**config.mk**
```make
export PLATFORM = sky130hd
export DESIGN_NAME = lcv_scale
export DESIGN_NICKNAME = d
export VERILOG_FILES = /design/src/rtl/assert_macros.svh /design/src/rtl/lcv_pkg.sv /design/src/rtl/lcv_scale.sv
export SDC_FILE = /design/constraint.sdc
export NUM_CORES = 1
export LEC_CHECK = 0
export BUFFER_PORTS_ARGS = -buffer_cell sky130_fd_sc_hd__buf_2
export CORE_MARGIN = 2
export CORE_UTILIZATION = 60
export DETAILED_ROUTE_END_ITERATION = 6
export PLACE_DENSITY = 0.81
export SYNTH_ARGS = -nofsm -noshare
export SYNTH_HDL_FRONTEND = slang
export SYNTH_SLANG_ARGS = --single-unit
```
**constraint.sdc**
```tcl
create_clock -name clk -period 8.25 [get_ports clk]
set_input_delay 0.4125 -clock clk [delete_from_list [all_inputs] [get_ports clk]]
set_output_delay 0.4125 -clock clk [all_outputs]
set_load 0.05 [all_outputs]
```
**src/rtl/assert_macros.svh**
```systemverilog
// Assertion helpers for the linear conversion block.
`ifndef ASSERT_MACROS_SVH
`define ASSERT_MACROS_SVH
`ifndef NO_ASSERTIONS
`define ASSERT_IMPL(label, clk, rst_n, ante, cons) \
	label: assert property (@(posedge clk) disable iff (!rst_n) (ante) |-> cons) \
		else $error("assertion failed");
`define ASSERT_NEXT(label, clk, rst_n, ante, cons) \
	label: assert property (@(posedge clk) disable iff (!rst_n) (ante) |=> cons) \
		else $error("assertion failed");
`else
`define ASSERT_IMPL(label, clk, rst_n, ante, cons)
`define ASSERT_NEXT(label, clk, rst_n, ante, cons)
`endif
`endif

```
**src/rtl/lcv_pkg.sv**
```systemverilog
`timescale 1ns / 1ps
package lcv_pkg;

	localparam int RecipShift = 34;
	localparam int ProdW = 48;
	localparam int TermW = 44;

	typedef struct packed {
		logic signed [17:0] v;
		logic signed [5:0]  f;
	} term_t;

	typedef struct packed {
		logic [3:0] e;
		logic       force_sat;
		logic       force_neg;
	} ctl_t;

	typedef struct packed {
		logic [ProdW-1:0] prod;
		logic             neg;
		logic             div;
	} scl_t;

	function automatic logic [29:0] pow10(input logic [3:0] i);
		logic [29:0] r;
		unique case (i)
			4'd0: r = 30'd1;
			4'd1: r = 30'd10;
			4'd2: r = 30'd100;
			4'd3: r = 30'd1000;
			4'd4: r = 30'd10000;
			4'd5: r = 30'd100000;
			4'd6: r = 30'd1000000;
			4'd7: r = 30'd10000000;
			4'd8: r = 30'd100000000;
			4'd9: r = 30'd1000000000;
			default: r = 30'd0;
		endcase
		return r;
	endfunction

	// ceil(2^34 / 10^i) for i = 1..15; i = 0 returns 0
	function automatic logic [30:0] recip10(input logic [3:0] i);
		logic [30:0] r;
		unique case (i)
			4'd1:  r = 31'd1717986919;
			4'd2:  r = 31'd171798692;
			4'd3:  r = 31'd17179870;
			4'd4:  r = 31'd1717987;
			4'd5:  r = 31'd171799;
			4'd6:  r = 31'd17180;
			4'd7:  r = 31'd1718;
			4'd8:  r = 31'd172;
			4'd9:  r = 31'd18;
			4'd10: r = 31'd2;
			4'd11, 4'd12, 4'd13, 4'd14, 4'd15: r = 31'd1;
			default: r = 31'd0;
		endcase
		return r;
	endfunction

endpackage

```
**src/rtl/lcv_scale.sv**
```systemverilog
`timescale 1ns / 1ps
module lcv_scale (
	input  logic           clk,
	input  lcv_pkg::term_t term,
	output lcv_pkg::scl_t  scl
);
	import lcv_pkg::*;

	logic [17:0] absv;
	logic [16:0] mag;
	logic        div;
	logic [5:0]  nf;
	logic [3:0]  idx;
	logic [30:0] factor;
	scl_t        scl_d;

	always_comb begin
		absv   = term.v[17] ? 18'(-term.v) : term.v;
		mag    = absv[16:0];
		div    = term.f[5];
		nf     = 6'(-term.f);
		idx    = div ? nf[3:0] : term.f[3:0];
		factor = div ? recip10(idx) : {1'b0, pow10(idx)};
		scl_d.prod = ProdW'(mag) * ProdW'(factor);
		scl_d.neg  = term.v[17];
		scl_d.div  = div;
	end

	always_ff @(posedge clk) begin
		scl <= scl_d;
	end

endmodule

```
==> impl_metrics.tcl <==
set metrics [dict create \
    required_ps 8480 \
    crit_slowest_cell "fa_1" \
    multiInputGateArea_um2 15600 \
    cp_max_fo 6 \
    reg_top3 "scl x50" \
    leakagePower_nw 11.2 \
    fin_setup_tns_ps 0 \
    synth.area.top_cells "fa_1 (46%), inv_1 (10%), ha_1 (8.5%)" \
    critical_path_arrival_ps 8040 \
    final_core_util 0.674 \
    syn_to_final_growth_pct 11.5 \
    insertedDiodeCount 0 \
    wl_um 54500 \
    hpwl_um 46000 \
    period_share 0.947 \
    syn_area_um2 18900 \
    crit_type "primary input to flop" \
    portBuffers 73 \
    htreeDepth 2 \
    layout_commonest_cell "inv_1" \
    first_pass_iters 7 \
    route.vias.total 16128 \
    dieArea_um2 33000 \
    setup_ws_ps 435 \
    chipHeight_um 182 \
    top_register "scl" \
    core_um2 31300 \
    ioPinCount 75 \
    slew_headroom 0.423 \
    ant_nets 0 \
    worst-slew-pin-transition_ps 860 \
    cts_root_buffer "clkbuf_16" \
    cts_buffers 5 \
    cp_common_cell "fa_1" \
    final_area_um2 21100 \
    cts_setup_buffers 0 \
    hp-class "primary input to flop" \
    die_w_um 182 \
    grt_antenna_before_repair 0 \
    initial_core_util 0.605 \
    grt_pass1_wl_um 89400 \
    largest_reg_flops 50 \
    drv_slew 0 \
    avgSynthCellArea_um2 8.41 \
    synth_nets 2837 \
    ys.flop_type "dfxtp_1" \
    status "finished, final reports clean" \
    nets 3013 \
    critPathLaunchType "primary input" \
    clock_path_buffers 2 \
    cts_tree "built" \
    cts.sinks 50 \
    grt_pass1_vias 17611 \
    cp_slowest_stage_delay_ps 540 \
    grt_start_max_net_pins 31 \
    synth_cell_types 81 \
    drive_above_1_share 0.131 \
    setup-violations-final 0 \
    crit_path_end_kind "flop" \
    drt_iter0_drc 1155 \
    seq_area_um2 1000 \
    seq_area_frac_synth 0.0529 \
    drc 0 \
    most-common-layout-cells "inv_1 (517), fa_1 (434), nand2_1 (348)" \
    fin_crit_ps 7820 \
    grt_overflow 0 \
    grt_setup_unrepaired "no" \
    dpl_cell_area_um2 20900 \
    powerDensity_nw_per_um2 358 \
    syn-instance-count 2250 \
    path_clk_slew_ps 70 \
    num_rows 65 \
    timing.fmax_mhz 128 \
    drv_cap 0 \
    ys_seq_elements 50 \
    place_congestion 0.970 \
    yosys.area.top_type "fa_1" \
    vdd_ir_drop_max_mv 0.480 \
    fillCellCount 2546 \
    ys_async_sr_fraction 0 \
    power.total_mw 7.55 \
    synth-edff-count 0 \
    dp_slack_ps -24.9 \
    grt_util_all_layers 0.355 \
    ys_warn_count 0 \
    hold_viol 0 \
    synth_top_area_frac 0.459 \
    wire_per_inst_um 19.3 \
    via_per_inst 5.70 \
]
layer usage:
metal / routed length [um] / track usage / up-vias
li1: - / - / 7040
met1: 19900 / 0.419 / 8091
met2: 26600 / 0.602 / 772
met3: 4500 / 0.0742 / 225
met4: 3500 / 0.205 / 0
met5: 0 / 0 / -
final cells by class:
| class | count | share of cell area |
|---|---|---|
| clock buffer | 6 | 0.00658 |
| clock inverter | 2 | 0.00285 |
| inverter | 517 | 0.0920 |
| multi-input combinational | 1588 | 0.741 |
| sequential | 50 | 0.0474 |
| tap | 402 | 0.0238 |
| timing repair buffer | 264 | 0.0859 |
worst max-delay path: cells and delay by family:
kind	cells	cell delay, ps
fa+ha+maj	8	3430
compound gates	9	2010
buf+inv	10	1130
simple gates	4	580
xor+xnor	2	460
cells by family after synthesis:
family / synth area share
AOI/OAI and AO/OA: 0.0852
xor gates and xnor gates: 0.0372
adders and majority gates: 0.544
buffers and inverters: 0.124
DFF: 0.0529
muxes: 0.00165
and+or+nand+nor: 0.156
power by group:
part	switching [mW]	internal, mW
Sequential	0.0199	0.403
Combinational	3.96	2.88
Clock	0.112	0.183
Total	4.09	3.46
path summary, 6_finish.rpt:
check / end / slack, ps / cells after the start / from
hold / removal: scl[1] / 420 / 1 / term[23]
setup / recovery: scl[48] / 430 / 33 / term[0]
synth_stat cells (4+ instances only):
cell	n
buf_2	20
ha_1	128
a21o_1	39
buf_4	6
xnor2_1	45
nor2_1	269
clkbuf_1	66
o21ai_0	39
o21a_1	12
nand4_1	6
a21boi_0	4
and3_1	7
inv_1	517
nand2_1	348
a31oi_1	8
a211oi_1	7
and2_1	12
nor2b_1	7
xor2_2	4
dfxtp_1	50
o21ai_1	9
nand2b_1	12
fa_1	434
o22ai_1	6
xor2_1	28
or2_2	7
nor3_1	14
nand3_1	12
o21bai_1	5
a21oi_1	56
through the flow:
stage          hold slack (ps)  std cells
2_1_floorplan              440       2250
3_3_place_gp               749       2821
3_5_place_dp               758       2821
4_1_cts                    397       2829
5_1_grt                    415       2829
6_report                   419       2829
timing repair:
item / CTS / global route
gates resized for setup: 0 / 2
endpoints found under the setup margin: 0 / 3
hold buffers: 0 / 0
Power figures use the tool's default switching activity.
