**src/rtl/assert_macros.svh**
```systemverilog
// Assertion helpers for the linear conversion block.
`ifndef ASSERT_MACROS_SVH
`define ASSERT_MACROS_SVH
`ifndef NO_ASSERTIONS
`define ASSERT_IMPL(label, clk, rst_n, ante, cons) \
	label: assert property (@(posedge clk) disable iff (!rst_n) (ante) |-> cons) \
		else $error("assertion failed");
`define ASSERT_NEXT(label, clk, rst_n, ante, cons) \
	label: assert property (@(posedge clk) disable iff (!rst_n) (ante) |=> cons) \
		else $error("assertion failed");
`else
`define ASSERT_IMPL(label, clk, rst_n, ante, cons)
`define ASSERT_NEXT(label, clk, rst_n, ante, cons)
`endif
`endif

```
**src/rtl/lcv_pkg.sv**
```systemverilog
`timescale 1ns / 1ps
package lcv_pkg;

	localparam int RecipShift = 34;
	localparam int ProdW = 48;
	localparam int TermW = 44;

	typedef struct packed {
		logic signed [17:0] v;
		logic signed [5:0]  f;
	} term_t;

	typedef struct packed {
		logic [3:0] e;
		logic       force_sat;
		logic       force_neg;
	} ctl_t;

	typedef struct packed {
		logic [ProdW-1:0] prod;
		logic             neg;
		logic             div;
	} scl_t;

	function automatic logic [29:0] pow10(input logic [3:0] i);
		logic [29:0] r;
		unique case (i)
			4'd0: r = 30'd1;
			4'd1: r = 30'd10;
			4'd2: r = 30'd100;
			4'd3: r = 30'd1000;
			4'd4: r = 30'd10000;
			4'd5: r = 30'd100000;
			4'd6: r = 30'd1000000;
			4'd7: r = 30'd10000000;
			4'd8: r = 30'd100000000;
			4'd9: r = 30'd1000000000;
			default: r = 30'd0;
		endcase
		return r;
	endfunction

	// ceil(2^34 / 10^i) for i = 1..15; i = 0 returns 0
	function automatic logic [30:0] recip10(input logic [3:0] i);
		logic [30:0] r;
		unique case (i)
			4'd1:  r = 31'd1717986919;
			4'd2:  r = 31'd171798692;
			4'd3:  r = 31'd17179870;
			4'd4:  r = 31'd1717987;
			4'd5:  r = 31'd171799;
			4'd6:  r = 31'd17180;
			4'd7:  r = 31'd1718;
			4'd8:  r = 31'd172;
			4'd9:  r = 31'd18;
			4'd10: r = 31'd2;
			4'd11, 4'd12, 4'd13, 4'd14, 4'd15: r = 31'd1;
			default: r = 31'd0;
		endcase
		return r;
	endfunction

endpackage

```
**src/rtl/lcv_sum.sv**
```systemverilog
`timescale 1ns / 1ps
module lcv_sum (
	input  logic                clk,
	input  lcv_pkg::scl_t       a,
	input  lcv_pkg::scl_t       b,
	output logic signed [32:0]  s,
	output logic                huge
);
	import lcv_pkg::*;

	logic [TermW-1:0]   mag_a;
	logic [TermW-1:0]   mag_b;
	logic signed [44:0] ta;
	logic signed [44:0] tb;
	logic signed [45:0] sum;

	always_comb begin
		mag_a = a.div ? TermW'(a.prod[ProdW-1:RecipShift]) : a.prod[TermW-1:0];
		mag_b = b.div ? TermW'(b.prod[ProdW-1:RecipShift]) : b.prod[TermW-1:0];
		ta    = a.neg ? -$signed({1'b0, mag_a}) : $signed({1'b0, mag_a});
		tb    = b.neg ? -$signed({1'b0, mag_b}) : $signed({1'b0, mag_b});
		sum   = 46'(ta) + 46'(tb);
	end

	// keep the true sign on top so an out-of-range sum clamps the right way
	always_ff @(posedge clk) begin
		s    <= {sum[45], sum[31:0]};
		huge <= !((&sum[45:32]) || !(|sum[45:32]));
	end

endmodule

```
**config.mk**
```make
export PLATFORM = sky130hd
export DESIGN_NAME = lcv_sum
export DESIGN_NICKNAME = d
export VERILOG_FILES = /design/src/rtl/assert_macros.svh /design/src/rtl/lcv_pkg.sv /design/src/rtl/lcv_sum.sv
export SDC_FILE = /design/constraint.sdc
export NUM_CORES = 1
export LEC_CHECK = 0
export BUFFER_PORTS_ARGS = -buffer_cell sky130_fd_sc_hd__buf_2
export CAP_MARGIN = 20
export CORE_ASPECT_RATIO = 1.75
export CORE_MARGIN = 5
export CORE_UTILIZATION = 55
export DETAILED_ROUTE_END_ITERATION = 10
export PLACE_DENSITY = 0.8
export SYNTH_ARGS = -nofsm -noshare
export SYNTH_HDL_FRONTEND = slang
export SYNTH_SLANG_ARGS = --single-unit
```
**constraint.sdc**
```tcl
create_clock -name clk -period 17.4 [get_ports clk]
set_clock_uncertainty 0.1 [all_clocks]
set_input_delay 2.61 -clock clk [delete_from_list [all_inputs] [get_ports clk]]
set_output_delay 2.61 -clock clk [all_outputs]
set_load 0.05 [all_outputs]
```
==> run summary <==
Leak: 3.04 nW
sequential element share of the synthesized area: 10.5%
Die Footprint: 14100 um2
CTS max path bufs: 2
Core Box Area: 11600 um2
final worst setup slack: 8.66 ns
pre-CTS WS: 8.48 ns
Synth warnings: 0
most area-hungry cell type in the Yosys netlist: dfxtp_1
Min-Delay Path Class: in2reg
number of DRC markers in iteration 0: 670
PwrDens: 97.0 nW/um2
largest net degree at the start of global routing: 71
number of setup buffers added after CTS: 0
Critical Path, Cell by Cell: buf_2 -> buf_4 -> mux2i_1 -> o221ai_1 -> or2_2 -> nor4_1 -> o211ai_1 -> nand2_1 -> and2_1 -> a211oi_1 -> ha_1 -> nand4_1 -> nor4_1 -> nand2_1 -> o211ai_2 -> a21oi_1 -> o21a_1 -> xor2_1 -> or4_1 -> nor3_1 -> a31oi_1
period utilization: 50.2%
Fill cells: 1100
drt drc: 0
initial antenna violation count: 0
top_reg_cell synth: dfxtp_1
detailed placement HPWL: 18800 um
Max Cap Violations: 0
std cell rows: 52
Crit Path Class: in2reg
relative slew slack: 36.5%
share of layout cells above drive strength 1: 16.7%
Final Cell Area: 7350 um2
Worst Path Arrival: 8.82 ns
P&R area growth vs syn: 13.6%
Nets: 1181
Max Fclk: 114 MHz
CP Capture Type: register
minimum clock period after layout: 8.74 ns
Pwr Total: 0.000713 W
number of diodes: 0
cts bufs inserted: 5
final hold vios: 0
# resized after CTS: 0
setup TNS: 0 ns
# IOs: 135
Post-Synthesis Cells: 934
H-tree depth: 2
cts hold-fix bufs: 0
Die Y-Extent: 154 um
Final ANT Viol Nets: 0
status: finished, final reports clean
CTS tree: built
top cells by area, synth: dfxtp_1 11%, ha_1 9.1%, a21oi_1 7.9%
first-pass GRT wire length: 35900 um
Synth Net Count: 1083
EDFF count, synth: 0
Initial Utilization: 55.9%
top cell type's share of synthesized area: 10.5%
Mean Syn Cell Area: 6.93 um2
global route overflow: 0
root buf cell: clkbuf_16
Slowest cell on crit path: buf_4
Final GP Congestion: 1.02
Max Transition Viols Final: 0
RSZ-0062 raised after global routing: no
CP Launch Type: input port
post-synthesis cell type count: 69
drt via density: 6.44
peak fanout along the critical path: 70
Async SR Flop Fraction: 0%
most common cell after layout, fill and taps aside: buf_2
required time worst endpoint: 17.48 ns
final number of setup-violating endpoints: 0
peak supply drop: 0.0969 mV
vias in the first global route: 7108
TritonRoute pass-1 iters: 8
Yosys reg bits: 34
WL per Instance: 19.7 um
Finished Core Util: 63.5%
All-Layer GR Usage: 31.5%
worst slew pin tran: 0.953 ns
Synth Cell Area: 6480 um2
Chip Width: 92.0 um
TritonCTS Sinks: 34
final wirelength: 23000 um
Vias: 7517
Critical Path Max Stage Delay: 0.57 ns
clock transition time at the flip-flop clock pins of the worst setup and hold paths: 0.07 ns
Area after DPL: 7160 um2
most frequent cells in the layout: 134 x buf_2, 102 x a21oi_1, 90 x nand2_1, 68 x nor2_1, 62 x o21ai_0
PortBufs: 134
==> layout make-up <==
class / instances / area (um2) / area share [%]
Sequential cell: 34 / 681 / 9.25
Tap cell: 135 / 169 / 2.30
Inverter: 23 / 86.3 / 1.17
Multi-Input combinational cell: 831 / 5530 / 75.2
Timing Repair Buffer: 137 / 693 / 9.42
Clock buffer: 5 / 125 / 1.70
Clock inverter: 3 / 68.8 / 0.936
==> where the power goes <==
| part | internal, W | switching (W) | leakage, nW |
|---|---|---|---|
| Sequential | 0.000113 | 0.00000822 | 0.287 |
| Combinational | 0.000142 | 0.000327 | 2.66 |
| Clock | 0.0000824 | 0.0000404 | 0.0940 |
==> cells by family after synthesis <==
group	after synthesis	synth area share, %
compound gates	318	31.7
xor+xnor	80	10.8
fa+ha+maj	48	9.39
buf+inv	69	4.08
flops	34	10.5
mux	30	4.69
simple gates	355	28.8
==> synth_stat cells (13+ instances only) <==
cell type,number
ha_1,47
mux2i_1,27
nor2_1,68
nand2_1,90
a211oi_1,25
a21o_1,16
dfxtp_1,34
clkbuf_1,36
xnor2_1,51
nor3_1,36
nand3_1,13
nor4_1,13
inv_1,23
nor2b_1,31
o21ai_0,62
a21oi_1,102
nor3b_1,20
or4_1,13
xor2_1,29
==> stage by stage <==
step | hold WS (ns) | std cells
6_report | 2.57 | 1168
5_1_grt | 2.62 | 1168
4_1_cts | 2.57 | 1168
3_5_place_dp | 2.88 | 1160
3_3_place_gp | 2.88 | 1160
2_1_floorplan | 2.76 | 934
==> flip-flops by register name, indices dropped and copies added (netlist names) <==
signal and cells:
huge 1, s 33
==> per-layer routing <==
layer / GRT usage (%) / vias up / wire [um]
met1: 33.8 / 3402 / 8150
met5: 0 / - / 0
met3: 4.11 / 95 / 1290
met4: 22.9 / 0 / 1980
li1: - / 3693 / -
met2: 55.7 / 327 / 11600
==> final timing paths <==
| kind | start | end | slack (ns) | depth (start not counted) |
|---|---|---|---|---|
| max | a[0] | huge | 8.66 | 21 |
| min | b[2] | s[0] | 2.57 | 4 |
==> critical path: cells and delay by family <==
family | cells | cell delay (ns)
adder cells (fa/ha/maj) | 1 | 0.47
buffers and inverters | 2 | 0.64
XOR/XNOR | 1 | 0.15
AND/OR/NAND/NOR | 9 | 2.86
AO/OA/AOI/OAI | 7 | 1.71
multiplexers | 1 | 0.38
Power figures use the tool's default switching activity.
