**src/rtl/assert_macros.svh**
```systemverilog
// Assertion helpers for the linear conversion block.
`ifndef ASSERT_MACROS_SVH
`define ASSERT_MACROS_SVH
`ifndef NO_ASSERTIONS
`define ASSERT_IMPL(label, clk, rst_n, ante, cons) \
	label: assert property (@(posedge clk) disable iff (!rst_n) (ante) |-> cons) \
		else $error("assertion failed");
`define ASSERT_NEXT(label, clk, rst_n, ante, cons) \
	label: assert property (@(posedge clk) disable iff (!rst_n) (ante) |=> cons) \
		else $error("assertion failed");
`else
`define ASSERT_IMPL(label, clk, rst_n, ante, cons)
`define ASSERT_NEXT(label, clk, rst_n, ante, cons)
`endif
`endif

```
**src/rtl/lcv_pkg.sv**
```systemverilog
`timescale 1ns / 1ps
package lcv_pkg;

	localparam int RecipShift = 34;
	localparam int ProdW = 48;
	localparam int TermW = 44;

	typedef struct packed {
		logic signed [17:0] v;
		logic signed [5:0]  f;
	} term_t;

	typedef struct packed {
		logic [3:0] e;
		logic       force_sat;
		logic       force_neg;
	} ctl_t;

	typedef struct packed {
		logic [ProdW-1:0] prod;
		logic             neg;
		logic             div;
	} scl_t;

	function automatic logic [29:0] pow10(input logic [3:0] i);
		logic [29:0] r;
		unique case (i)
			4'd0: r = 30'd1;
			4'd1: r = 30'd10;
			4'd2: r = 30'd100;
			4'd3: r = 30'd1000;
			4'd4: r = 30'd10000;
			4'd5: r = 30'd100000;
			4'd6: r = 30'd1000000;
			4'd7: r = 30'd10000000;
			4'd8: r = 30'd100000000;
			4'd9: r = 30'd1000000000;
			default: r = 30'd0;
		endcase
		return r;
	endfunction

	// ceil(2^34 / 10^i) for i = 1..15; i = 0 returns 0
	function automatic logic [30:0] recip10(input logic [3:0] i);
		logic [30:0] r;
		unique case (i)
			4'd1:  r = 31'd1717986919;
			4'd2:  r = 31'd171798692;
			4'd3:  r = 31'd17179870;
			4'd4:  r = 31'd1717987;
			4'd5:  r = 31'd171799;
			4'd6:  r = 31'd17180;
			4'd7:  r = 31'd1718;
			4'd8:  r = 31'd172;
			4'd9:  r = 31'd18;
			4'd10: r = 31'd2;
			4'd11, 4'd12, 4'd13, 4'd14, 4'd15: r = 31'd1;
			default: r = 31'd0;
		endcase
		return r;
	endfunction

endpackage

```
**src/rtl/lcv_range.sv**
```systemverilog
`timescale 1ns / 1ps
module lcv_range (
	input  logic               clk,
	input  logic               arst_n,
	input  logic               in_vld,
	input  logic signed [32:0] s,
	input  logic               huge,
	input  lcv_pkg::ctl_t      ctl,
	output logic               out_vld,
	output logic [31:0]        value_milli,
	output logic               saturated
);
	import lcv_pkg::*;

	localparam logic signed [63:0] IntMax = 64'sh0000_0000_7fff_ffff;
	localparam logic signed [63:0] IntMin = -64'sh0000_0000_8000_0000;

	logic               vld_s4;
	logic signed [63:0] prod_s4;
	logic               sat_s4;
	logic               neg_s4;

	always_ff @(posedge clk or negedge arst_n) begin
		if (!arst_n) begin
			vld_s4  <= 1'b0;
			out_vld <= 1'b0;
		end else begin
			vld_s4  <= in_vld;
			out_vld <= vld_s4;
		end
	end

	always_ff @(posedge clk) begin
		prod_s4 <= 64'(s) * $signed({34'd0, pow10(ctl.e)});
		sat_s4  <= ctl.force_sat || huge || ((ctl.e >= 4'd10) && (s != 33'sd0));
		neg_s4  <= ctl.force_sat ? ctl.force_neg : s[32];
	end

	always_ff @(posedge clk) begin
		priority if (sat_s4) begin
			value_milli <= neg_s4 ? 32'h8000_0000 : 32'h7fff_ffff;
			saturated   <= 1'b1;
		end else if (prod_s4 > IntMax) begin
			value_milli <= 32'h7fff_ffff;
			saturated   <= 1'b1;
		end else if (prod_s4 < IntMin) begin
			value_milli <= 32'h8000_0000;
			saturated   <= 1'b1;
		end else begin
			value_milli <= prod_s4[31:0];
			saturated   <= 1'b0;
		end
	end

endmodule

```
**config.mk**
```make
export PLATFORM = sky130hd
export DESIGN_NAME = lcv_range
export DESIGN_NICKNAME = d
export VERILOG_FILES = /design/src/rtl/assert_macros.svh /design/src/rtl/lcv_pkg.sv /design/src/rtl/lcv_range.sv
export SDC_FILE = /design/constraint.sdc
export NUM_CORES = 2
export LEC_CHECK = 0
export BUFFER_PORTS_ARGS = -buffer_cell sky130_fd_sc_hd__buf_2
export CORE_ASPECT_RATIO = 0.5
export CORE_MARGIN = 5
export CORE_UTILIZATION = 45
export DETAILED_ROUTE_END_ITERATION = 8
export SLEW_MARGIN = 0
export SYNTH_ARGS = -nofsm -noshare
export SYNTH_HDL_FRONTEND = slang
export SYNTH_SLANG_ARGS = --single-unit
```
**constraint.sdc**
```tcl
create_clock -name clk -period 4.6 [get_ports clk]
set_input_delay 0.23 -clock clk [delete_from_list [all_inputs] [get_ports clk]]
set_output_delay 0.23 -clock clk [all_outputs]
set_load 0.01 [all_outputs]
```
==> out/qor.yml <==
status: "finished, violations left"
critical-path-slowest-cell: "fa_2"
slew_viol_final: 0
io_buffer_count: 76
cts_root_buffer: "clkbuf_16"
peakVddDrop_mv: 1.319
regArea_sq_um: 2032
syn_to_final_growth_pct: 29.73
netlist-cell-type-count: 84
clk_latency_ns: 0.36
final_common_cell: "fa_1"
synth_edf_count: 0
tns_ns: -133.97
synthTopCellsByArea: "fa_1, inv_1, ha_1"
gp_congestion: 0.9961
die_x_um: 417.9
synth-seq-cells: 101
min_from: "huge"
maxCapViolCount: 0
setup_viol: 56
max-slew-margin-rel: 0.1422
hpwl_um: 107500
core_area_sq_um: 82030
grt_max_degree: 34
critPathKind: "input port to register"
grt.total_usage: 0.2885
fin_worst_skew_ns: 0.01016
period_needed_ns: 7.636
p_total_w: 0.03989
tightest_slew_ns: 1.285
antenna_found_initial: 1
syn_area_per_cell_sq_um: 9.413
max_freq_mhz: 131.0
cts_tree: "done"
hold_path.class: "input port to register"
synth_top_area_cell: "fa_1"
synthCells: 3977
fill_cells: 7089
cp-end-kind: "register"
grt_pass1_wl_um: 196700
synth_area_sq_um: 37430
rsz0062_at_grt: "true"
route.detailed.drc: 0
synthArstFlopShare: 0.01980
leakage_nw: 24.32
initial_utilization: 0.4563
num_vias: 30400
r2r_slack_ns: 1.93
finalHoldViolCount: 0
numCtsBuffers: 9
violations: "negative setup slack"
crit_path_start_kind: "input port"
clkTransAtPathRegs_ns: 0.08
drtIter0Drc: 2215
crit_start: "ctl[2]"
rows: 74
rr_startpoint: "prod_s4[39]$_DFF_P_"
post-route-period-util: 1.660
multi_input_area_sq_um: 34020
synth_top_cell_area_share: 0.5182
arrival_ns: 7.90
ant_nets: 0
worstPathRequired_ns: 4.86
drt-total-wl_um: 127800
setup_ws_ns: -3.036
syn_nets: 5212
grt_pass1_vias: 33520
design.die.area_sq_um: 89410
yosys_warnings: 0
layout_common_cells: "fa_1, inv_1, buf_4"
io_pins: 77
synth-main-ff-cell: "dfxtp_1"
die_h_um: 213.9
worst-path-max-fanout: 6
nNetsFinal: 5857
gr-total-overflow: 0
max-clock-path-buffers: 2
drtPass1Iterations: 6
layout-drive-gt1-share: 0.3145
synth_seq_area_share: 0.05428
wl_per_cell_um: 22.29
power_density_nw_per_um2: 821.4
viasPerCell: 5.303
htreeDepth: 3
cts_sinks: 101
slowest_delay_ns: 0.59
[layout make-up]
class | instances | share of cell area
clock buffer | 10 | 0.004715
multi-input combinational | 2785 | 0.7006
antenna | 3 | 0.0001546
clock inverter | 6 | 0.001185
sequential | 101 | 0.04184
tap | 1102 | 0.02839
inverter | 843 | 0.06588
timing repair buffer | 882 | 0.1573
[critical path: cells and delay by family]
| kind | cells | cell delay [ns] |
|---|---|---|
| fa+ha+maj | 10 | 4.57 |
| compound gates | 7 | 1.09 |
| simple gates | 5 | 1.06 |
| buf+inv | 8 | 0.94 |
[final timing paths]
check,endpoint,cells past startpoint
setup / recovery,prod_s4[61]$_DFF_P_,30
hold / removal,sat_s4$_DFF_P_,3
setup reg to reg,value_milli[25]$_DFF_P_,6
hold reg to reg,out_vld$_DFF_PN0_,0
max in group asynchronous,vld_s4$_DFF_PN0_,2
min in group asynchronous,out_vld$_DFF_PN0_,2
[state kept, by name, indices dropped and copies added, names as in the netlist]
name,count
vld_s4,1
sat_s4,1
neg_s4,1
saturated,1
value_milli,32
prod_s4,64
out_vld,1
[where the power goes]
| group | total [W] | leakage, nW | internal (W) | switching, W |
|---|---|---|---|---|
| clock | 0.000755 | 0.138 | 0.000378 | 0.000376 |
| combinational | 0.0375 | 23.3 | 0.0186 | 0.0189 |
| sequential | 0.00162 | 0.857 | 0.00146 | 0.000160 |
[repair_timing]
item                                   4_1_cts  5_1_grt
pin swaps                                  135      180
hold buffers                                 2        0
setup endpoints to repair                   57       57
endpoints found under the hold margin        3        0
cloned                                       6        4
gates resized for setup                    346      342
setup buffers                               71       54
[logic make-up after synthesis]
family / count (synthesis) / synth area share
AND/OR/NAND/NOR: 1070 / 0.1424
flip-flops: 101 / 0.05428
multiplexers: 3 / 0.0008356
AO/OA/AOI/OAI: 370 / 0.06427
XOR/XNOR: 148 / 0.03463
buffers and inverters: 1092 / 0.1106
adder cells (fa/ha/maj): 1193 / 0.5930
[through the flow]
stage,hold slack (ns),util,instance area [sq um],std cells,worst slack (ns)
after global placement,0.01458,0.5385,44170,5586,-3.690
after global routing,0.07170,0.5919,48560,5729,-3.188
final,0.07019,0.5920,48570,5732,-3.036
after detailed placement,0.02030,0.5385,44170,5586,-3.778
after floorplan,-0.06559,-,38090,3977,-3.196
after CTS,0.06148,0.5685,46640,5676,-2.981
[layer usage]
layer  wire [um]  vias up  track usage
met3        7983      214      0.03686
met4        5109        2      0.08284
li1            -    13170            -
met5          13        -            0
met1       52650    15970       0.3886
met2       62010     1045       0.4924
[Yosys cell counts, types with 22 or more instances]
library cell  instances
nor2_1               96
inv_1               842
a21o_1               38
or2_2                22
fa_1                969
nand4_1              25
nand2_1             456
and3_1               89
xor2_1               43
ha_1                223
and2_1              295
a31oi_1              22
a21oi_1             126
clkbuf_1            217
xnor2_1             105
o21ai_0              65
dfxtp_1              99
No activity file was read; power rests on OpenSTA's default activity.
