[config.mk]
export PLATFORM = sky130hd
export DESIGN_NAME = lcv_decode
export DESIGN_NICKNAME = d
export VERILOG_FILES = /design/src/rtl/assert_macros.svh /design/src/rtl/lcv_pkg.sv /design/src/rtl/lcv_decode.sv
export SDC_FILE = /design/constraint.sdc
export NUM_CORES = 1
export LEC_CHECK = 0
export BUFFER_PORTS_ARGS = -buffer_cell sky130_fd_sc_hd__buf_2
export CORE_UTILIZATION = 61
export DETAILED_ROUTE_END_ITERATION = 8
export PLACE_DENSITY = 0.95
export RECOVER_POWER = 25
export SLEW_MARGIN = 20
export SYNTH_ARGS = -nofsm -noshare
export SYNTH_HDL_FRONTEND = slang
export SYNTH_SLANG_ARGS = --single-unit
[constraint.sdc]
create_clock -name clk -period 1.63 [get_ports clk]
set_input_delay 0.4075 -clock clk [delete_from_list [all_inputs] [get_ports clk]]
set_output_delay 0.4075 -clock clk [all_outputs]
set_load 0.01 [all_outputs]
[src/rtl/assert_macros.svh]
// Assertion helpers for the linear conversion block.
`ifndef ASSERT_MACROS_SVH
`define ASSERT_MACROS_SVH
`ifndef NO_ASSERTIONS
`define ASSERT_IMPL(label, clk, rst_n, ante, cons) \
	label: assert property (@(posedge clk) disable iff (!rst_n) (ante) |-> cons) \
		else $error("assertion failed");
`define ASSERT_NEXT(label, clk, rst_n, ante, cons) \
	label: assert property (@(posedge clk) disable iff (!rst_n) (ante) |=> cons) \
		else $error("assertion failed");
`else
`define ASSERT_IMPL(label, clk, rst_n, ante, cons)
`define ASSERT_NEXT(label, clk, rst_n, ante, cons)
`endif
`endif

[src/rtl/lcv_pkg.sv]
`timescale 1ns / 1ps
package lcv_pkg;

	localparam int RecipShift = 34;
	localparam int ProdW = 48;
	localparam int TermW = 44;

	typedef struct packed {
		logic signed [17:0] v;
		logic signed [5:0]  f;
	} term_t;

	typedef struct packed {
		logic [3:0] e;
		logic       force_sat;
		logic       force_neg;
	} ctl_t;

	typedef struct packed {
		logic [ProdW-1:0] prod;
		logic             neg;
		logic             div;
	} scl_t;

	function automatic logic [29:0] pow10(input logic [3:0] i);
		logic [29:0] r;
		unique case (i)
			4'd0: r = 30'd1;
			4'd1: r = 30'd10;
			4'd2: r = 30'd100;
			4'd3: r = 30'd1000;
			4'd4: r = 30'd10000;
			4'd5: r = 30'd100000;
			4'd6: r = 30'd1000000;
			4'd7: r = 30'd10000000;
			4'd8: r = 30'd100000000;
			4'd9: r = 30'd1000000000;
			default: r = 30'd0;
		endcase
		return r;
	endfunction

	// ceil(2^34 / 10^i) for i = 1..15; i = 0 returns 0
	function automatic logic [30:0] recip10(input logic [3:0] i);
		logic [30:0] r;
		unique case (i)
			4'd1:  r = 31'd1717986919;
			4'd2:  r = 31'd171798692;
			4'd3:  r = 31'd17179870;
			4'd4:  r = 31'd1717987;
			4'd5:  r = 31'd171799;
			4'd6:  r = 31'd17180;
			4'd7:  r = 31'd1718;
			4'd8:  r = 31'd172;
			4'd9:  r = 31'd18;
			4'd10: r = 31'd2;
			4'd11, 4'd12, 4'd13, 4'd14, 4'd15: r = 31'd1;
			default: r = 31'd0;
		endcase
		return r;
	endfunction

endpackage

[src/rtl/lcv_decode.sv]
`timescale 1ns / 1ps
module lcv_decode (
	input  logic          clk,
	input  logic          arst_n,
	input  logic          in_vld,
	input  logic [7:0]    raw_reading,
	input  logic [7:0]    mult_low_byte,
	input  logic [7:0]    mult_top_byte,
	input  logic [7:0]    offset_low_byte,
	input  logic [7:0]    offset_top_byte,
	input  logic [7:0]    exponent_byte,
	output logic          out_vld,
	output lcv_pkg::term_t t1,
	output lcv_pkg::term_t t2,
	output lcv_pkg::ctl_t  ctl
);
	import lcv_pkg::*;

	logic [9:0]         m;
	logic [9:0]         b;
	logic signed [5:0]  k1;
	logic signed [5:0]  k2;
	logic signed [5:0]  e1;
	logic signed [5:0]  e2;
	logic signed [5:0]  emin;
	logic               nonneg;
	logic [3:0]         ecom;
	logic signed [18:0] p;
	term_t              t1_d;
	term_t              t2_d;
	ctl_t               ctl_d;

	always_comb begin
		m      = {mult_top_byte[7:6], mult_low_byte};
		b      = {offset_top_byte[7:6], offset_low_byte};
		k1     = {{2{exponent_byte[3]}}, exponent_byte[3:0]};
		k2     = {{2{exponent_byte[7]}}, exponent_byte[7:4]};
		e1     = k2 + 6'sd3;
		e2     = k1 + k2 + 6'sd3;
		emin   = (e1 < e2) ? e1 : e2;
		nonneg = (e1 >= 6'sd0) && (e2 >= 6'sd0);
		ecom   = nonneg ? emin[3:0] : 4'd0;
		p      = $signed(m) * $signed({1'b0, raw_reading});
		t1_d.v = p[17:0];
		t1_d.f = e1 - $signed({2'b00, ecom});
		t2_d.v = {{8{b[9]}}, b};
		t2_d.f = e2 - $signed({2'b00, ecom});
		ctl_d.e         = ecom;
		ctl_d.force_sat = (e2 > 6'sd15) && (b != 10'd0);
		ctl_d.force_neg = b[9];
	end

	always_ff @(posedge clk or negedge arst_n) begin
		if (!arst_n) begin
			out_vld <= 1'b0;
		end else begin
			out_vld <= in_vld;
		end
	end

	always_ff @(posedge clk) begin
		t1  <= t1_d;
		t2  <= t2_d;
		ctl <= ctl_d;
	end

endmodule

==> flow_summary.json, run 1 <==
{
  "place_hpwl_um": 11600,
  "chipWidth_um": 91.9,
  "ys_warn_count": 0,
  "grtUsageTotal_pct": 92.7,
  "floorplan.io_pins": 106,
  "stop_error": "[ERROR GRT-0232] Routing congestion too high. Check the congestion heatmap in the GUI.",
  "cts_root_buf": "sky130_fd_sc_hd__clkbuf_8",
  "yosysSeqAreaShare_pct": 18.8,
  "most_used_dff_post_synth": "sky130_fd_sc_hd__dfxtp_1",
  "ys_types": 45,
  "post_synth_inst_count": 545,
  "lastStage": "5_1_grt",
  "place.port_buffers": 93,
  "cts.sink_count": 46,
  "cts_buffers": 5,
  "async_reset_ff_share_pct": 2.17,
  "worstEndpointGrtRepair": "t1[22]$_DFF_P_/D",
  "synthTopCellsByArea": "sky130_fd_sc_hd__fa_1, sky130_fd_sc_hd__dfxtp_1, sky130_fd_sc_hd__ha_1",
  "syn_area_mm2": 0.00493,
  "synth_nets": 719,
  "post_synth.cell_area_avg_um2": 9.04,
  "grt_overflow": 677,
  "initial_utilization_pct": 63.4,
  "synth.ff_latch_count": 46,
  "die_h_um": 91.9,
  "cts_buffer_depth": 2,
  "placement.cell_area_mm2": 0.00651,
  "worst-ep-kind": "register input",
  "cts.htree.levels": 2,
  "synth_top_cell_by_area": "sky130_fd_sc_hd__fa_1",
  "status": "did not finish",
  "synth_commonest_cells": "sky130_fd_sc_hd__inv_1, sky130_fd_sc_hd__fa_1, sky130_fd_sc_hd__ha_1",
  "yosysTopAreaCellShare_pct": 27.2,
  "post-synth-top-count-cell": "sky130_fd_sc_hd__inv_1",
  "grt_max_degree": 15,
  "place_congestion": 0.876,
  "edff_count_synth": 0,
  "floorplan.rows": 32
}
layer usage:
| metal | GRT usage, % | GRT overflow |
|---|---|---|
| met1 | 81.0 | 4 |
| met2 | 127 | 489 |
| met3 | 62.9 | 8 |
| met4 | 112 | 175 |
| met5 | 16.0 | 1 |
metrics by stage:
stage	hold slack [ps]	worst slack, ps	cells	util [%]
global placement	181	-2530	813	83.8
detailed placement	184	-2710	813	83.8
CTS	213	-2280	839	95.3
floorplan	112	-2440	545	-
cell families after synthesis:
family	after synthesis	share of synthesized area, %
and+or+nand+nor	138	14.2
DFF	46	18.8
xor gates and xnor gates	22	3.91
muxes	8	1.70
buffers and inverters	153	12.4
adders and majority gates	123	41.4
AOI/OAI and AO/OA	55	7.54
repair_timing:
item / in CTS
endpoints found under the setup margin: 32
endpoints found under the hold margin: 1
pin swaps: 59
setup buffers: 18
resized for setup: 149
hold buffers: 1
==> run 2: changes to the inputs <==
CORE_UTILIZATION = 40   (was 61)
PLACE_DENSITY = default   (was 0.95)
PLACE_DENSITY_LB_ADDON = 0.15   (was default)
==> flow_summary.json, run 2 <==
{
  "fmaxAchievable_ghz": 0.263,
  "timing_hold_violations_final": 0,
  "power.switching_fraction_pct": 40.8,
  "slew_headroom_pct": 74.2,
  "dr_total_vias": 4117,
  "multiInputGateArea_mm2": 0.00414,
  "edff_count_synth": 0,
  "routed_wirelength_um": 11200,
  "final_setup_violations": 31,
  "intPower_uw": 7180,
  "chipWidth_um": 113,
  "num-fill-cells": 1003,
  "design.die.area_mm2": 0.0128,
  "power.share.clock_pct": 9.4,
  "finalNetCount": 913,
  "synth_commonest_cells": "sky130_fd_sc_hd__inv_1, sky130_fd_sc_hd__fa_1, sky130_fd_sc_hd__ha_1",
  "floorplan.rows": 40,
  "diodes": 0,
  "drt-initial-drc-count": 96,
  "worst_hold_path_type": "in2reg",
  "grt_overflow": 0,
  "timing.critical_path.slowest_stage_cell": "sky130_fd_sc_hd__fa_1",
  "register_ranked_first_by_flip_flop_count": "t1",
  "share_seq_of_total_power_pct": 13.5,
  "timing.final.crit_share_pct": 233,
  "failed_checks": "setup timing",
  "maximum_single_stage_delay_on_the_critical_path_ps": 580,
  "layout.area.seq_um2": 926,
  "most_used_dff_post_synth": "sky130_fd_sc_hd__dfxtp_1",
  "cts.sink_count": 46,
  "synthTopCellsByArea": "sky130_fd_sc_hd__fa_1, sky130_fd_sc_hd__dfxtp_1, sky130_fd_sc_hd__ha_1",
  "maxSlewViolCount": 0,
  "vias_in_the_first_global_route": 4368,
  "layout_stage_area_growth_over_the_synthesis_result_pct": 52.0,
  "cts_buffers": 5,
  "synth.ff_latch_count": 46,
  "syn_area_mm2": 0.00493,
  "antenna_violations_before_repair": 0,
  "groute.layer.met3.usage_pct": 1.87,
  "drt_drc_violations_left": 0,
  "ys_types": 45,
  "cts_buffer_depth": 2,
  "post-synth-top-count-cell": "sky130_fd_sc_hd__inv_1",
  "async_reset_ff_share_pct": 2.17,
  "tightest_slew_ps": 382,
  "place_hpwl_um": 9400,
  "worst_supply_voltage_drop_on_vdd_mv": 0.921,
  "cts_root_buf": "sky130_fd_sc_hd__clkbuf_16",
  "drtPass1Iterations": 6,
  "grtUsageTotal_pct": 18.6,
  "pwr_density_cell_mw_per_mm2": 1620,
  "largest_reg_flops": 24,
  "ant_nets": 0,
  "place.port_buffers": 93,
  "yosysTopAreaCellShare_pct": 27.2,
  "synth_nets": 719,
  "wl_per_cell_um": 12.6,
  "initial_utilization_pct": 41.0,
  "ys_warn_count": 0,
  "finalCriticalPeriod_ps": 3800,
  "place_congestion": 0.844,
  "netsw_uw": 4940,
  "portion_of_total_power_attributed_to_combinational_logic_pct": 77.1,
  "cap_viol_max_count": 0,
  "power_uw": 12100,
  "arrival_ps": 3970,
  "critical-path-top-cell-by-count": "sky130_fd_sc_hd__fa_1",
  "mostFrequentLayoutCell": "sky130_fd_sc_hd__inv_1",
  "setup_ws_ps": -2170,
  "globalRouteMet1Util_pct": 21.7,
  "cts_tree": "yes",
  "final_layout_size_suffix_gt1_share_pct": 45.4,
  "floorplan.io_pins": 106,
  "critPathRequiredTime_ps": 1790,
  "clk_transition_reported_paths_ps": 60,
  "cts.htree.levels": 2,
  "crit_path_start_kind": "input port",
  "timing.critical_path.cells": "buf_12, and2_4, fa_2, fa_1, inv_2, fa_1, fa_1, inv_2, ha_4, buf_6, nand4_1, nand2b_1, mux2i_1, a211oi_1, o311ai_1",
  "dpl.cell_count": 860,
  "timing.critical_path.to_type": "flip-flop",
  "grt_pass1_wl_um": 19100,
  "worstSetupPathType": "in2reg",
  "groute.layer.met2.usage_pct": 35.8,
  "leakage_component_of_the_power_uw": 0.00371,
  "stdcell_count": 887,
  "post_synth.cell_area_avg_um2": 9.04,
  "worst_path_dominant_cell_family": "adder cells",
  "worstPathBufferInverterCount": 4,
  "synth_top_cell_by_area": "sky130_fd_sc_hd__fa_1",
  "largest_registers": "t1 x24, t2 x15, ctl x6",
  "most-common-layout-cells": "sky130_fd_sc_hd__inv_1, sky130_fd_sc_hd__buf_4, sky130_fd_sc_hd__buf_2, sky130_fd_sc_hd__fa_1, sky130_fd_sc_hd__dfxtp_1",
  "status": "complete, but fails checks",
  "cp_max_fo": 7,
  "grt_max_degree": 15,
  "die_h_um": 113,
  "vias_per_cell": 4.64,
  "yosysSeqAreaShare_pct": 18.8,
  "post_synth_inst_count": 545,
  "design.core.area_mm2": 0.0120,
  "globalRoute.busiestLayer": "met2",
  "rsz0062_at_grt": "true"
}
[run 2: what timing repair did]
action	in CTS	in global routing
resized for setup	102	38
hold buffers	1	0
endpoints found under the setup margin	32	32
hold endpoints to repair	1	0
pin swaps	57	49
buffers inserted	16	9
[run 2: power by group through the flow]
stage	registers (uW)	clock network (uW)	logic (uW)
2_1_floorplan	1880	0	5260
3_3_place_gp	1670	0	7800
3_5_place_dp	1670	0	7980
4_1_cts	1650	1160	9070
5_1_grt	1680	1220	10400
6_report	1640	1140	9340
[run 2: per-layer routing]
metal | share of wire [%] | vias up | wire length [um]
met5 | 0 | - | 0
met4 | 1.0 | 0 | 116
met3 | 2.9 | 9 | 330
met2 | 54 | 104 | 6010
met1 | 42 | 1955 | 4740
li1 | - | 2049 | -
[run 2: worst paths after layout]
| check | cells past startpoint | slack, ps | start | end |
|---|---|---|---|---|
| setup / recovery | 15 | -2170 | mult_top_byte[7] | t1[22]$_DFF_P_ |
| hold / removal | 1 | 220 | in_vld | out_vld$_DFF_PN0_ |
| max in group asynchronous | 2 | 1130 | arst_n | out_vld$_DFF_PN0_ |
| min in group asynchronous | 2 | 410 | arst_n | out_vld$_DFF_PN0_ |
[run 2: cell families after synthesis]
family	count (synthesis)	share of synthesized area (%)
flops	46	18.8
xor+xnor	22	3.91
simple gates	138	14.2
mux	8	1.70
buf+inv	153	12.4
compound gates	55	7.54
fa+ha+maj	123	41.4
[run 2: through the flow]
stage                     area [um2]  util, %  hold slack [ps]  setup WS (ps)  setup TNS (ps)
after detailed placement        6610     55.0              184          -2660          -63050
after global routing            7490     62.3              214          -2350          -50700
after CTS                       7370     61.3              218          -2200          -47450
after floorplan                 5450        -              112          -2440          -51870
after global placement          6610     55.0              183          -2650          -62360
final                           7490     62.3              223          -2170          -47240
[run 2: final cells by class]
| class | instances | share of cell area, % |
|---|---|---|
| clock buffer | 6 | 1.72 |
| clock inverter | 2 | 0.501 |
| inverter | 135 | 7.07 |
| multi-input combinational | 346 | 55.3 |
| sequential | 46 | 12.4 |
| tap | 147 | 2.46 |
| timing repair buffer | 205 | 20.6 |
No activity file was read; power rests on OpenSTA's default activity.
